[src/sv/binary_min_heap_queue_defines.svh]
// ----------------------------------------------------------------------------
// Binary min-heap queue assertion macros
// Shared concurrent-assertion shorthands for the heap queue RTL.
// ----------------------------------------------------------------------------
`ifndef BINARY_MIN_HEAP_QUEUE_DEFINES_SVH
`define BINARY_MIN_HEAP_QUEUE_DEFINES_SVH

// Same-cycle implication, disabled while reset is asserted.
`define BMHQ_ASSERT_IMP(label, clk, rst_n, ante, cons, msg) \
	label: assert property (@(posedge clk) disable iff (!rst_n) (ante) |-> (cons)) \
	else $error(msg);

// Next-cycle implication, disabled while reset is asserted.
`define BMHQ_ASSERT_NXT(label, clk, rst_n, ante, cons, msg) \
	label: assert property (@(posedge clk) disable iff (!rst_n) (ante) |=> (cons)) \
	else $error(msg);

`endif

[src/sv/bmhq_pkg.sv]
// ----------------------------------------------------------------------------
// Binary min-heap queue package
// Entry type, operation and status codes, sequencer states and compare codes.
// ----------------------------------------------------------------------------
`default_nettype none

package bmhq_pkg;

	localparam int PRIO_W = 8;
	localparam int TAG_W  = 16;
	localparam int HELD_W = 7;

	typedef struct packed {
		logic [TAG_W-1:0]  tag;
		logic [PRIO_W-1:0] prio;
	} entry_t;

	typedef enum logic [0:0] {
		OP_INSERT  = 1'b0,
		OP_EXTRACT = 1'b1
	} op_t;

	typedef enum logic [1:0] {
		STAT_OK    = 2'd0,
		STAT_FULL  = 2'd1,
		STAT_EMPTY = 2'd2
	} stat_t;

	typedef enum logic [2:0] {
		ST_IDLE,
		ST_UP_CHK,
		ST_UP_CMP,
		ST_EX_LOAD,
		ST_DN_CHK,
		ST_DN_CMP,
		ST_DONE
	} fsm_t;

	// Winner of one compare step: the current entry or one of two candidates.
	typedef enum logic [1:0] {
		PICK_CUR,
		PICK_A,
		PICK_B
	} pick_t;

endpackage

`default_nettype wire

[src/sv/bmhq_store.sv]
// ----------------------------------------------------------------------------
// Heap slot store
// One write port and two read ports with registered read data.
// ----------------------------------------------------------------------------
`default_nettype none

module bmhq_store
	import bmhq_pkg::*;
#(
	parameter int DEPTH = 64,
	parameter int AW    = $clog2(DEPTH)
) (
	input  wire logic          clk,
	input  wire logic          we,
	input  wire logic [AW-1:0] waddr,
	input  wire entry_t        wdata,
	input  wire logic [AW-1:0] raddr_a,
	input  wire logic [AW-1:0] raddr_b,
	output entry_t             rdata_a,
	output entry_t             rdata_b
);

	entry_t mem [DEPTH];

	always_ff @(posedge clk) begin
		if (we) begin
			mem[waddr] <= wdata;
		end
	end

	always_ff @(posedge clk) begin
		rdata_a <= mem[raddr_a];
		rdata_b <= mem[raddr_b];
	end

endmodule

`default_nettype wire

[src/sv/bmhq_pick.sv]
// ----------------------------------------------------------------------------
// Heap compare unit
// Pick the smallest priority of a current entry and up to two candidates.
// ----------------------------------------------------------------------------
`default_nettype none

module bmhq_pick
	import bmhq_pkg::*;
(
	input  wire entry_t cur,
	input  wire entry_t cand_a,
	input  wire logic   a_ok,
	input  wire entry_t cand_b,
	input  wire logic   b_ok,
	output pick_t       sel
);

	logic [PRIO_W-1:0] best_a;

	// Strict less-than at each step, candidate A first: ties keep the earlier one.
	always_comb begin
		best_a = cur.prio;
		sel    = PICK_CUR;
		if (a_ok && (cand_a.prio < cur.prio)) begin
			best_a = cand_a.prio;
			sel    = PICK_A;
		end
		if (b_ok && (cand_b.prio < best_a)) begin
			sel = PICK_B;
		end
	end

endmodule

`default_nettype wire

[src/sv/binary_min_heap_queue.sv]
// ----------------------------------------------------------------------------
// Binary min-heap priority queue
// Array heap in a two-read one-write slot store, walked by a small sequencer
// that reuses one compare unit for every sift-up and sift-down level.
// ----------------------------------------------------------------------------
//
// Channel   Dir  Fields (lowest bit up)
// s_axis    in   tuser: opcode | tdata: priority_req[7:0], payload_tag[23:8]
// m_axis    out  tuser: status | tdata: out_priority[7:0], out_tag[23:8],
//                                       entries_held[30:24], is_empty[31]
//
// An insert takes a parent check and a parent compare per level it rises and
// stops at the root or when the parent compare keeps the parent; an extract
// loads the root and last entry, then takes a child check and a child compare
// per level it sinks and stops at a leaf or when the compare keeps the moving
// entry, skipping the sift when it takes the last entry. An extract sinking to
// the deepest leaf is slowest; full-insert and empty-extract go to ST_DONE.
// Reset clears the entry count and the sequencer; the slot store is not cleared.
// s_axis_tready is high only while the sequencer is idle. A finished result
// waits in the output register under back-pressure, and the next operation
// may already be accepted and worked on meanwhile.
// ----------------------------------------------------------------------------
`default_nettype none

`include "binary_min_heap_queue_defines.svh"

module binary_min_heap_queue
	import bmhq_pkg::*;
#(
	parameter int CAPACITY = 64
) (
	input  wire logic        clk,
	input  wire logic        arst_n,
	input  wire logic        s_axis_tvalid,
	output logic             s_axis_tready,
	input  wire logic [23:0] s_axis_tdata,  // priority_req[7:0], payload_tag[23:8]
	input  wire logic [0:0]  s_axis_tuser,  // opcode[0]
	output logic             m_axis_tvalid,
	input  wire logic        m_axis_tready,
	output logic [31:0]      m_axis_tdata,  // out_priority[7:0], out_tag[23:8],
	                                        // entries_held[30:24], is_empty[31]
	output logic [1:0]       m_axis_tuser   // status[1:0]
);

	localparam int AW = $clog2(CAPACITY);      // slot index
	localparam int CW = $clog2(CAPACITY + 1);  // entry count, holds CAPACITY itself
	localparam int IW = AW + 2;                // child index, may run past the end

	// Sequencer and working registers
	fsm_t              state_q, state_d;
	logic [CW-1:0]     count_q;
	logic [AW-1:0]     pos_q;       // hole being filled by the moving entry
	entry_t            v_q;         // entry being sifted
	stat_t             res_status_q;
	logic [PRIO_W-1:0] res_prio_q;
	logic [TAG_W-1:0]  res_tag_q;

	// Output register
	logic              m_valid_q;
	stat_t             m_status_q;
	logic [PRIO_W-1:0] m_prio_q;
	logic [TAG_W-1:0]  m_tag_q;
	logic [HELD_W-1:0] m_held_q;
	logic              m_empty_q;

	// Store and compare unit hookup
	logic              mem_we;
	logic [AW-1:0]     wr_addr;
	entry_t            wr_data;
	logic [AW-1:0]     rd_addr_a, rd_addr_b;
	entry_t            rd_data_a, rd_data_b;
	entry_t            pk_cur, pk_a, pk_b;
	logic              pk_a_ok, pk_b_ok;
	pick_t             pk_sel;

	// Index arithmetic
	logic              in_xfer, out_free, is_full, ex_start;
	op_t               in_op;
	entry_t            in_entry;
	logic [AW-1:0]     parent_idx;
	logic [IW-1:0]     left_idx, right_idx, n_ext;
	logic [CW-1:0]     cnt_m1;
	logic              left_in, right_in;

	assign in_xfer    = s_axis_tvalid && s_axis_tready;
	assign out_free   = !m_valid_q || m_axis_tready;
	assign in_op      = op_t'(s_axis_tuser);
	assign in_entry   = '{tag: s_axis_tdata[23:8], prio: s_axis_tdata[7:0]};
	assign is_full    = (count_q == CW'(CAPACITY));
	assign ex_start   = in_xfer && (in_op == OP_EXTRACT) && (count_q != '0);
	assign cnt_m1     = count_q - CW'(1);
	assign parent_idx = (pos_q - AW'(1)) >> 1;
	assign left_idx   = {1'b0, pos_q, 1'b1};
	assign right_idx  = {1'b0, pos_q, 1'b0} + IW'(2);
	assign n_ext      = IW'(count_q);
	assign left_in    = left_idx < n_ext;
	assign right_in   = right_idx < n_ext;

	bmhq_store #(
		.DEPTH (CAPACITY)
	) u_store (
		.clk     (clk),
		.we      (mem_we),
		.waddr   (wr_addr),
		.wdata   (wr_data),
		.raddr_a (rd_addr_a),
		.raddr_b (rd_addr_b),
		.rdata_a (rd_data_a),
		.rdata_b (rd_data_b)
	);

	bmhq_pick u_pick (
		.cur    (pk_cur),
		.cand_a (pk_a),
		.a_ok   (pk_a_ok),
		.cand_b (pk_b),
		.b_ok   (pk_b_ok),
		.sel    (pk_sel)
	);

	// Next state
	always_comb begin
		state_d = state_q;
		unique case (state_q)
			ST_IDLE: begin
				if (in_xfer) begin
					if (in_op == OP_INSERT) begin
						state_d = is_full ? ST_DONE : ST_UP_CHK;
					end else begin
						state_d = (count_q == '0) ? ST_DONE : ST_EX_LOAD;
					end
				end
			end
			ST_UP_CHK: begin
				state_d = (pos_q == '0) ? ST_DONE : ST_UP_CMP;
			end
			ST_UP_CMP: begin
				state_d = (pk_sel == PICK_A) ? ST_UP_CHK : ST_DONE;
			end
			ST_EX_LOAD: begin
				state_d = (count_q == '0) ? ST_DONE : ST_DN_CHK;
			end
			ST_DN_CHK: begin
				state_d = left_in ? ST_DN_CMP : ST_DONE;
			end
			ST_DN_CMP: begin
				state_d = (pk_sel == PICK_CUR) ? ST_DONE : ST_DN_CHK;
			end
			ST_DONE: begin
				if (out_free) begin
					state_d = ST_IDLE;
				end
			end
			default: state_d = ST_IDLE;
		endcase
	end

	// Sequencer outputs: store ports and compare unit operands
	always_comb begin
		s_axis_tready = 1'b0;
		mem_we        = 1'b0;
		wr_addr       = pos_q;
		wr_data       = v_q;
		rd_addr_a     = '0;
		rd_addr_b     = cnt_m1[AW-1:0];
		pk_cur        = v_q;
		pk_a          = rd_data_a;
		pk_a_ok       = 1'b0;
		pk_b          = rd_data_b;
		pk_b_ok       = 1'b0;
		unique case (state_q)
			ST_IDLE: begin
				// Root and last slot are fetched here for a possible extract.
				s_axis_tready = 1'b1;
			end
			ST_UP_CHK: begin
				rd_addr_a = parent_idx;
				mem_we    = (pos_q == '0);
			end
			ST_UP_CMP: begin
				// Moving entry wins over the parent only on a strictly lower priority.
				pk_cur  = rd_data_a;
				pk_a    = v_q;
				pk_a_ok = 1'b1;
				mem_we  = 1'b1;
				wr_data = (pk_sel == PICK_A) ? rd_data_a : v_q;
			end
			ST_EX_LOAD: begin
			end
			ST_DN_CHK: begin
				rd_addr_a = left_idx[AW-1:0];
				rd_addr_b = right_idx[AW-1:0];
				mem_we    = !left_in;
			end
			ST_DN_CMP: begin
				pk_a_ok = 1'b1;
				pk_b_ok = right_in;
				mem_we  = 1'b1;
				case (pk_sel)
					PICK_A:  wr_data = rd_data_a;
					PICK_B:  wr_data = rd_data_b;
					default: wr_data = v_q;
				endcase
			end
			ST_DONE: begin
			end
			default: begin
			end
		endcase
	end

	// Control registers
	always_ff @(posedge clk or negedge arst_n) begin
		if (!arst_n) begin
			state_q <= ST_IDLE;
			count_q <= '0;
		end else begin
			state_q <= state_d;
			if (in_xfer) begin
				if (in_op == OP_INSERT && !is_full) begin
					count_q <= count_q + CW'(1);
				end else if (in_op == OP_EXTRACT && count_q != '0) begin
					count_q <= cnt_m1;
				end
			end
		end
	end

	// Working registers: capture the operation, then advance the hole
	always_ff @(posedge clk) begin
		unique case (state_q)
			ST_IDLE: begin
				if (in_xfer) begin
					v_q        <= in_entry;
					pos_q      <= count_q[AW-1:0];
					res_prio_q <= '0;
					res_tag_q  <= '0;
					if (in_op == OP_INSERT) begin
						res_status_q <= is_full ? STAT_FULL : STAT_OK;
					end else begin
						res_status_q <= (count_q == '0) ? STAT_EMPTY : STAT_OK;
					end
				end
			end
			ST_UP_CMP: begin
				if (pk_sel == PICK_A) begin
					pos_q <= parent_idx;
				end
			end
			ST_EX_LOAD: begin
				// Hand out the root; the last entry restarts from the root.
				res_prio_q <= rd_data_a.prio;
				res_tag_q  <= rd_data_a.tag;
				v_q        <= rd_data_b;
				pos_q      <= '0;
			end
			ST_DN_CMP: begin
				if (pk_sel == PICK_A) begin
					pos_q <= left_idx[AW-1:0];
				end else if (pk_sel == PICK_B) begin
					pos_q <= right_idx[AW-1:0];
				end
			end
			default: begin
			end
		endcase
	end

	// Output register: load when the result is ready and the slot is free
	always_ff @(posedge clk or negedge arst_n) begin
		if (!arst_n) begin
			m_valid_q <= 1'b0;
		end else if (state_q == ST_DONE && out_free) begin
			m_valid_q <= 1'b1;
		end else if (m_axis_tready) begin
			m_valid_q <= 1'b0;
		end
	end

	always_ff @(posedge clk) begin
		if (state_q == ST_DONE && out_free) begin
			m_status_q <= res_status_q;
			m_prio_q   <= res_prio_q;
			m_tag_q    <= res_tag_q;
			m_held_q   <= HELD_W'(count_q);
			m_empty_q  <= (count_q == '0);
		end
	end

	assign m_axis_tvalid = m_valid_q;
	assign m_axis_tuser  = m_status_q;
	assign m_axis_tdata  = {m_empty_q, m_held_q, m_tag_q, m_prio_q};

	`BMHQ_ASSERT_IMP(a_count_max, clk, arst_n, 1'b1, count_q <= CW'(CAPACITY), "count overflow")
	`BMHQ_ASSERT_IMP(a_write_live, clk, arst_n, mem_we, CW'(wr_addr) < count_q, "dead slot write")
	`BMHQ_ASSERT_IMP(a_down_pos, clk, arst_n, state_q == ST_DN_CHK, CW'(pos_q) < count_q, "bad hole")
	`BMHQ_ASSERT_NXT(a_extract_go, clk, arst_n, ex_start, state_q == ST_EX_LOAD, "no extract")
	`BMHQ_ASSERT_IMP(a_load_done, clk, arst_n, $rose(m_valid_q), $past(state_q) == ST_DONE, "early load")

endmodule

`default_nettype wire
[config.mk]
export PLATFORM = sky130hd
export DESIGN_NAME = binary_min_heap_queue
export DESIGN_NICKNAME = d
export VERILOG_FILES = /design/src/sv/bmhq_pkg.sv /design/src/sv/bmhq_store.sv /design/src/sv/bmhq_pick.sv /design/src/sv/binary_min_heap_queue.sv
export VERILOG_INCLUDE_DIRS = /design/src /design/src/sv
export SDC_FILE = /design/constraint.sdc
export NUM_CORES = 2
export LEC_CHECK = 0
export ABC_AREA = 1
export ABC_CLOCK_PERIOD_IN_PS = 6050
export CORE_AREA = 2 2 407 409
export CTS_BUF_LIST = sky130_fd_sc_hd__clkbuf_8
export DETAILED_ROUTE_END_ITERATION = 6
export DIE_AREA = 0 0 409 411
export DONT_BUFFER_PORTS = 1
export HOLD_SLACK_MARGIN = 0.05
export PLACE_DENSITY_LB_ADDON = 0.2
export SYNTH_ARGS = -nofsm -noshare
export SYNTH_HDL_FRONTEND = slang
export SYNTH_SLANG_ARGS = --single-unit
export TNS_END_PERCENT = 100
[constraint.sdc]
create_clock -name clk -period 6.05 [get_ports clk]
set_clock_uncertainty 0.2 [all_clocks]
set_input_delay 0.3025 -clock clk [delete_from_list [all_inputs] [get_ports clk]]
set_output_delay 0.3025 -clock clk [all_outputs]
set_load 0.05 [all_outputs]
==> metrics.yaml <==
synthCells: 7603
clock_path_buffers: 4
r2r_slack_ns: 0.74
cts_tree: "done"
cts_buffers: 297
ys_ff_latch: 1685
cp_data_required_time_ns: 6.70
cp_max_fo: 29
grt_pass1_wl_um: 435000
antenna_found_initial: 8
setup_viol: 0
rsz0062_at_grt: "no"
tightestPinTransition_ns: 1.36
min_path_type: "in -> reg"
die-area_um2: 168000
antenna_left: 0
seq_area_um2: 50100
post_synth_num_cell_types: 44
drt_iter0_markers: 12100
end_kind: "register"
grt_max_degree: 177
vias: 68800
wl_um: 304000
synthesis.nets: 7656
startpoint: "state_q[0]"
violations: "design-rule violations"
ys.warnings.count: 0
status: "complete, but fails checks"
finalHoldViolCount: 0
stdcell_count: 9905
crit_arrival_ns: 5.95
coreArea_um2: 164000
grt.overflow.total: 0
gp_congestion: 0.943
fin_setup_tns_ns: 0
io_pins: 65
die_w_um: 409
io_buffers: 0
drt_pass1_iterations: 7
timing.final.crit_share_pct: 87.7
synth_area_um2: 81400
clk_pin_slew_ns: 0.06
slew_headroom_pct: 9.25
reg2reg_depth: 24
critPathLaunchType: "register"
vias_per_cell: 6.95
drv_cap: 0
drive_above_1_share_pct: 14.4
htree_levels: 5
drcViolationCount: 5
maxSlewViolCount: 0
dpl.hpwl_um: 170000
nets: 7569
clkLatencyLatePin_ns: 1.07
fillers: 13500
row_count: 149
multi_input_area_um2: 28800
grt_use_total_pct: 35.1
max_clock_freq_mhz: 188
rr_startpoint: "state_q[0]"
die_height_um: 411
grt_pass1_vias: 64400
synthToLayoutAreaGrowth_pct: 11.3
initial_core_util_pct: 49.7
synth-seq-area-share_pct: 61.5
worstSetupPathType: "reg -> reg"
place_inst: 9345
endpoint: "u_store.mem[37][4]"
r2r-end: "u_store.mem[37][4]"
min_period_ns: 5.31
synth.avg_cell_area_um2: 10.7
cts_sinks: 1685
cts_root_buf: "clkbuf_8"
routedWlPerCell_um: 30.7
==> how the worst min path moves through the flow <==
stage | startpoint | end | slack, ns | cells after the start
after floorplan | arst_n | count_q[0] | -0.19 | 0
after global placement | arst_n | count_q[0] | -0.19 | 0
after detailed placement | arst_n | count_q[0] | -0.19 | 0
after CTS | s_axis_tvalid | count_q[2] | 0.08 | 5
after global routing | s_axis_tvalid | count_q[2] | 0.21 | 5
final | s_axis_tvalid | count_q[2] | 0.14 | 5
==> registers in the layout, indices dropped and copies added, names as in the netlist <==
| register | cells |
|---|---|
| count_q | 7 |
| u_store.mem | 1536 |
| m_empty_q | 1 |
| m_held_q | 7 |
| m_prio_q | 8 |
| res_tag_q | 16 |
| u_store.rdata_a | 24 |
| res_status_q | 2 |
| m_axis_tuser | 2 |
| state_q | 3 |
| m_axis_tvalid | 1 |
| res_prio_q | 8 |
| v_q | 24 |
| pos_q | 6 |
| m_tag_q | 16 |
| u_store.rdata_b | 24 |
==> timing repair <==
item / CTS / global route
hold endpoints to repair: 138 / 0
hold buffers: 61 / 0
setup buffers: 0 / 0
gates resized for setup: 0 / 0
==> routing by layer <==
metal,share of wire (%),GRT usage [%]
met5,0.024,0
met4,6.4,20.9
met3,15,10.5
met2,42,50.0
met1,37,47.4
==> logic make-up after synthesis <==
logic type	share of synthesized area (%)
buffers and inverters	3.86
AND/OR/NAND/NOR	14.3
adder cells (fa/ha/maj)	0.369
XOR/XNOR	0.183
flip-flops	61.5
AO/OA/AOI/OAI	19.8
==> critical path: stages, from the launching register on <==
cell	delay (ns)
dfrtp_1	0.45
nor2_4	0.20
nand2_2	0.35
inv_2	0.31
nand2_1	0.10
nand3_1	0.08
nor2_1	0.05
nor2_1	0.09
nand2_1	0.07
nand2_2	0.08
nand2_4	0.09
inv_1	0.10
a21oi_1	0.05
a31oi_1	0.16
ha_1	0.26
a2111oi_0	0.37
o21ai_0	0.15
a221oi_1	0.37
nand2_4	0.22
nand2_4	0.17
inv_2	0.20
nand2_1	0.11
nand2_1	0.18
inv_2	0.34
buf_4	0.32
==> synthesized netlist by cell type (all sizes together) <==
library cell     n  area, µm²
clkbuf         542       2040
o21ai          810       4070
clkinv           7       26.3
a2111oi          2       17.5
nand2          297       1150
dfrtp           11        275
edfxtp        1626      48800
ha              24        300
a31oi            3       18.8
buf            142        718
o311ai         198       1730
o22ai          195       1230
o21bai           1       7.51
nor2          1661       6240
inv             97        364
a21oi           10       65.1
or2            391       2450
nand4            6       37.5
nor3             7       35.0
and3             1       6.26
o221ai         192       1680
a211oi           3       22.5
o31ai          186       1400
dfxtp           48        961
a221oi           2       17.5
nand3          339       1700
o211ai         783       5880
xnor2            6       52.6
o21a             2       15.0
xor2            11       96.3
==> per-stage QoR <==
step	setup WS, ns	hold WS, ns	cell area, µm²	utilization [%]
3_3_place_gp	0.884	-0.193	84600	51.6
5_1_grt	0.362	0.212	90600	55.3
4_1_cts	0.823	0.0789	90600	55.3
3_5_place_dp	0.861	-0.193	84600	51.6
6_report	0.744	0.142	90600	55.3
2_1_floorplan	0.698	-0.193	81400	-
==> cells in the final DEF, fill, tap and decap left out, types with 192 or more instances in the layout <==
cell / instances
edfxtp_1: 1626
nor2_1: 1592
o21ai_0: 796
o211ai_1: 783
or2_2: 391
nand3_1: 339
clkbuf_8: 309
nand2_1: 287
o311ai_0: 198
o22ai_1: 192
o221ai_1: 192
==> cell type report <==
cell class | instances | area share, %
Multi-Input combinational cell | 5130 | 31.8
Tap cell | 2189 | 3.02
Antenna cell | 3 | 0.00829
Clock buffer | 309 | 4.69
Sequential cell | 1685 | 55.3
Timing Repair Buffer | 298 | 3.47
Inverter | 104 | 0.483
Clock inverter | 187 | 1.24
Power is left out: the tool's default activity adds up to more than one toggle a clock period on the data nets, which glitch-free logic cannot reach.
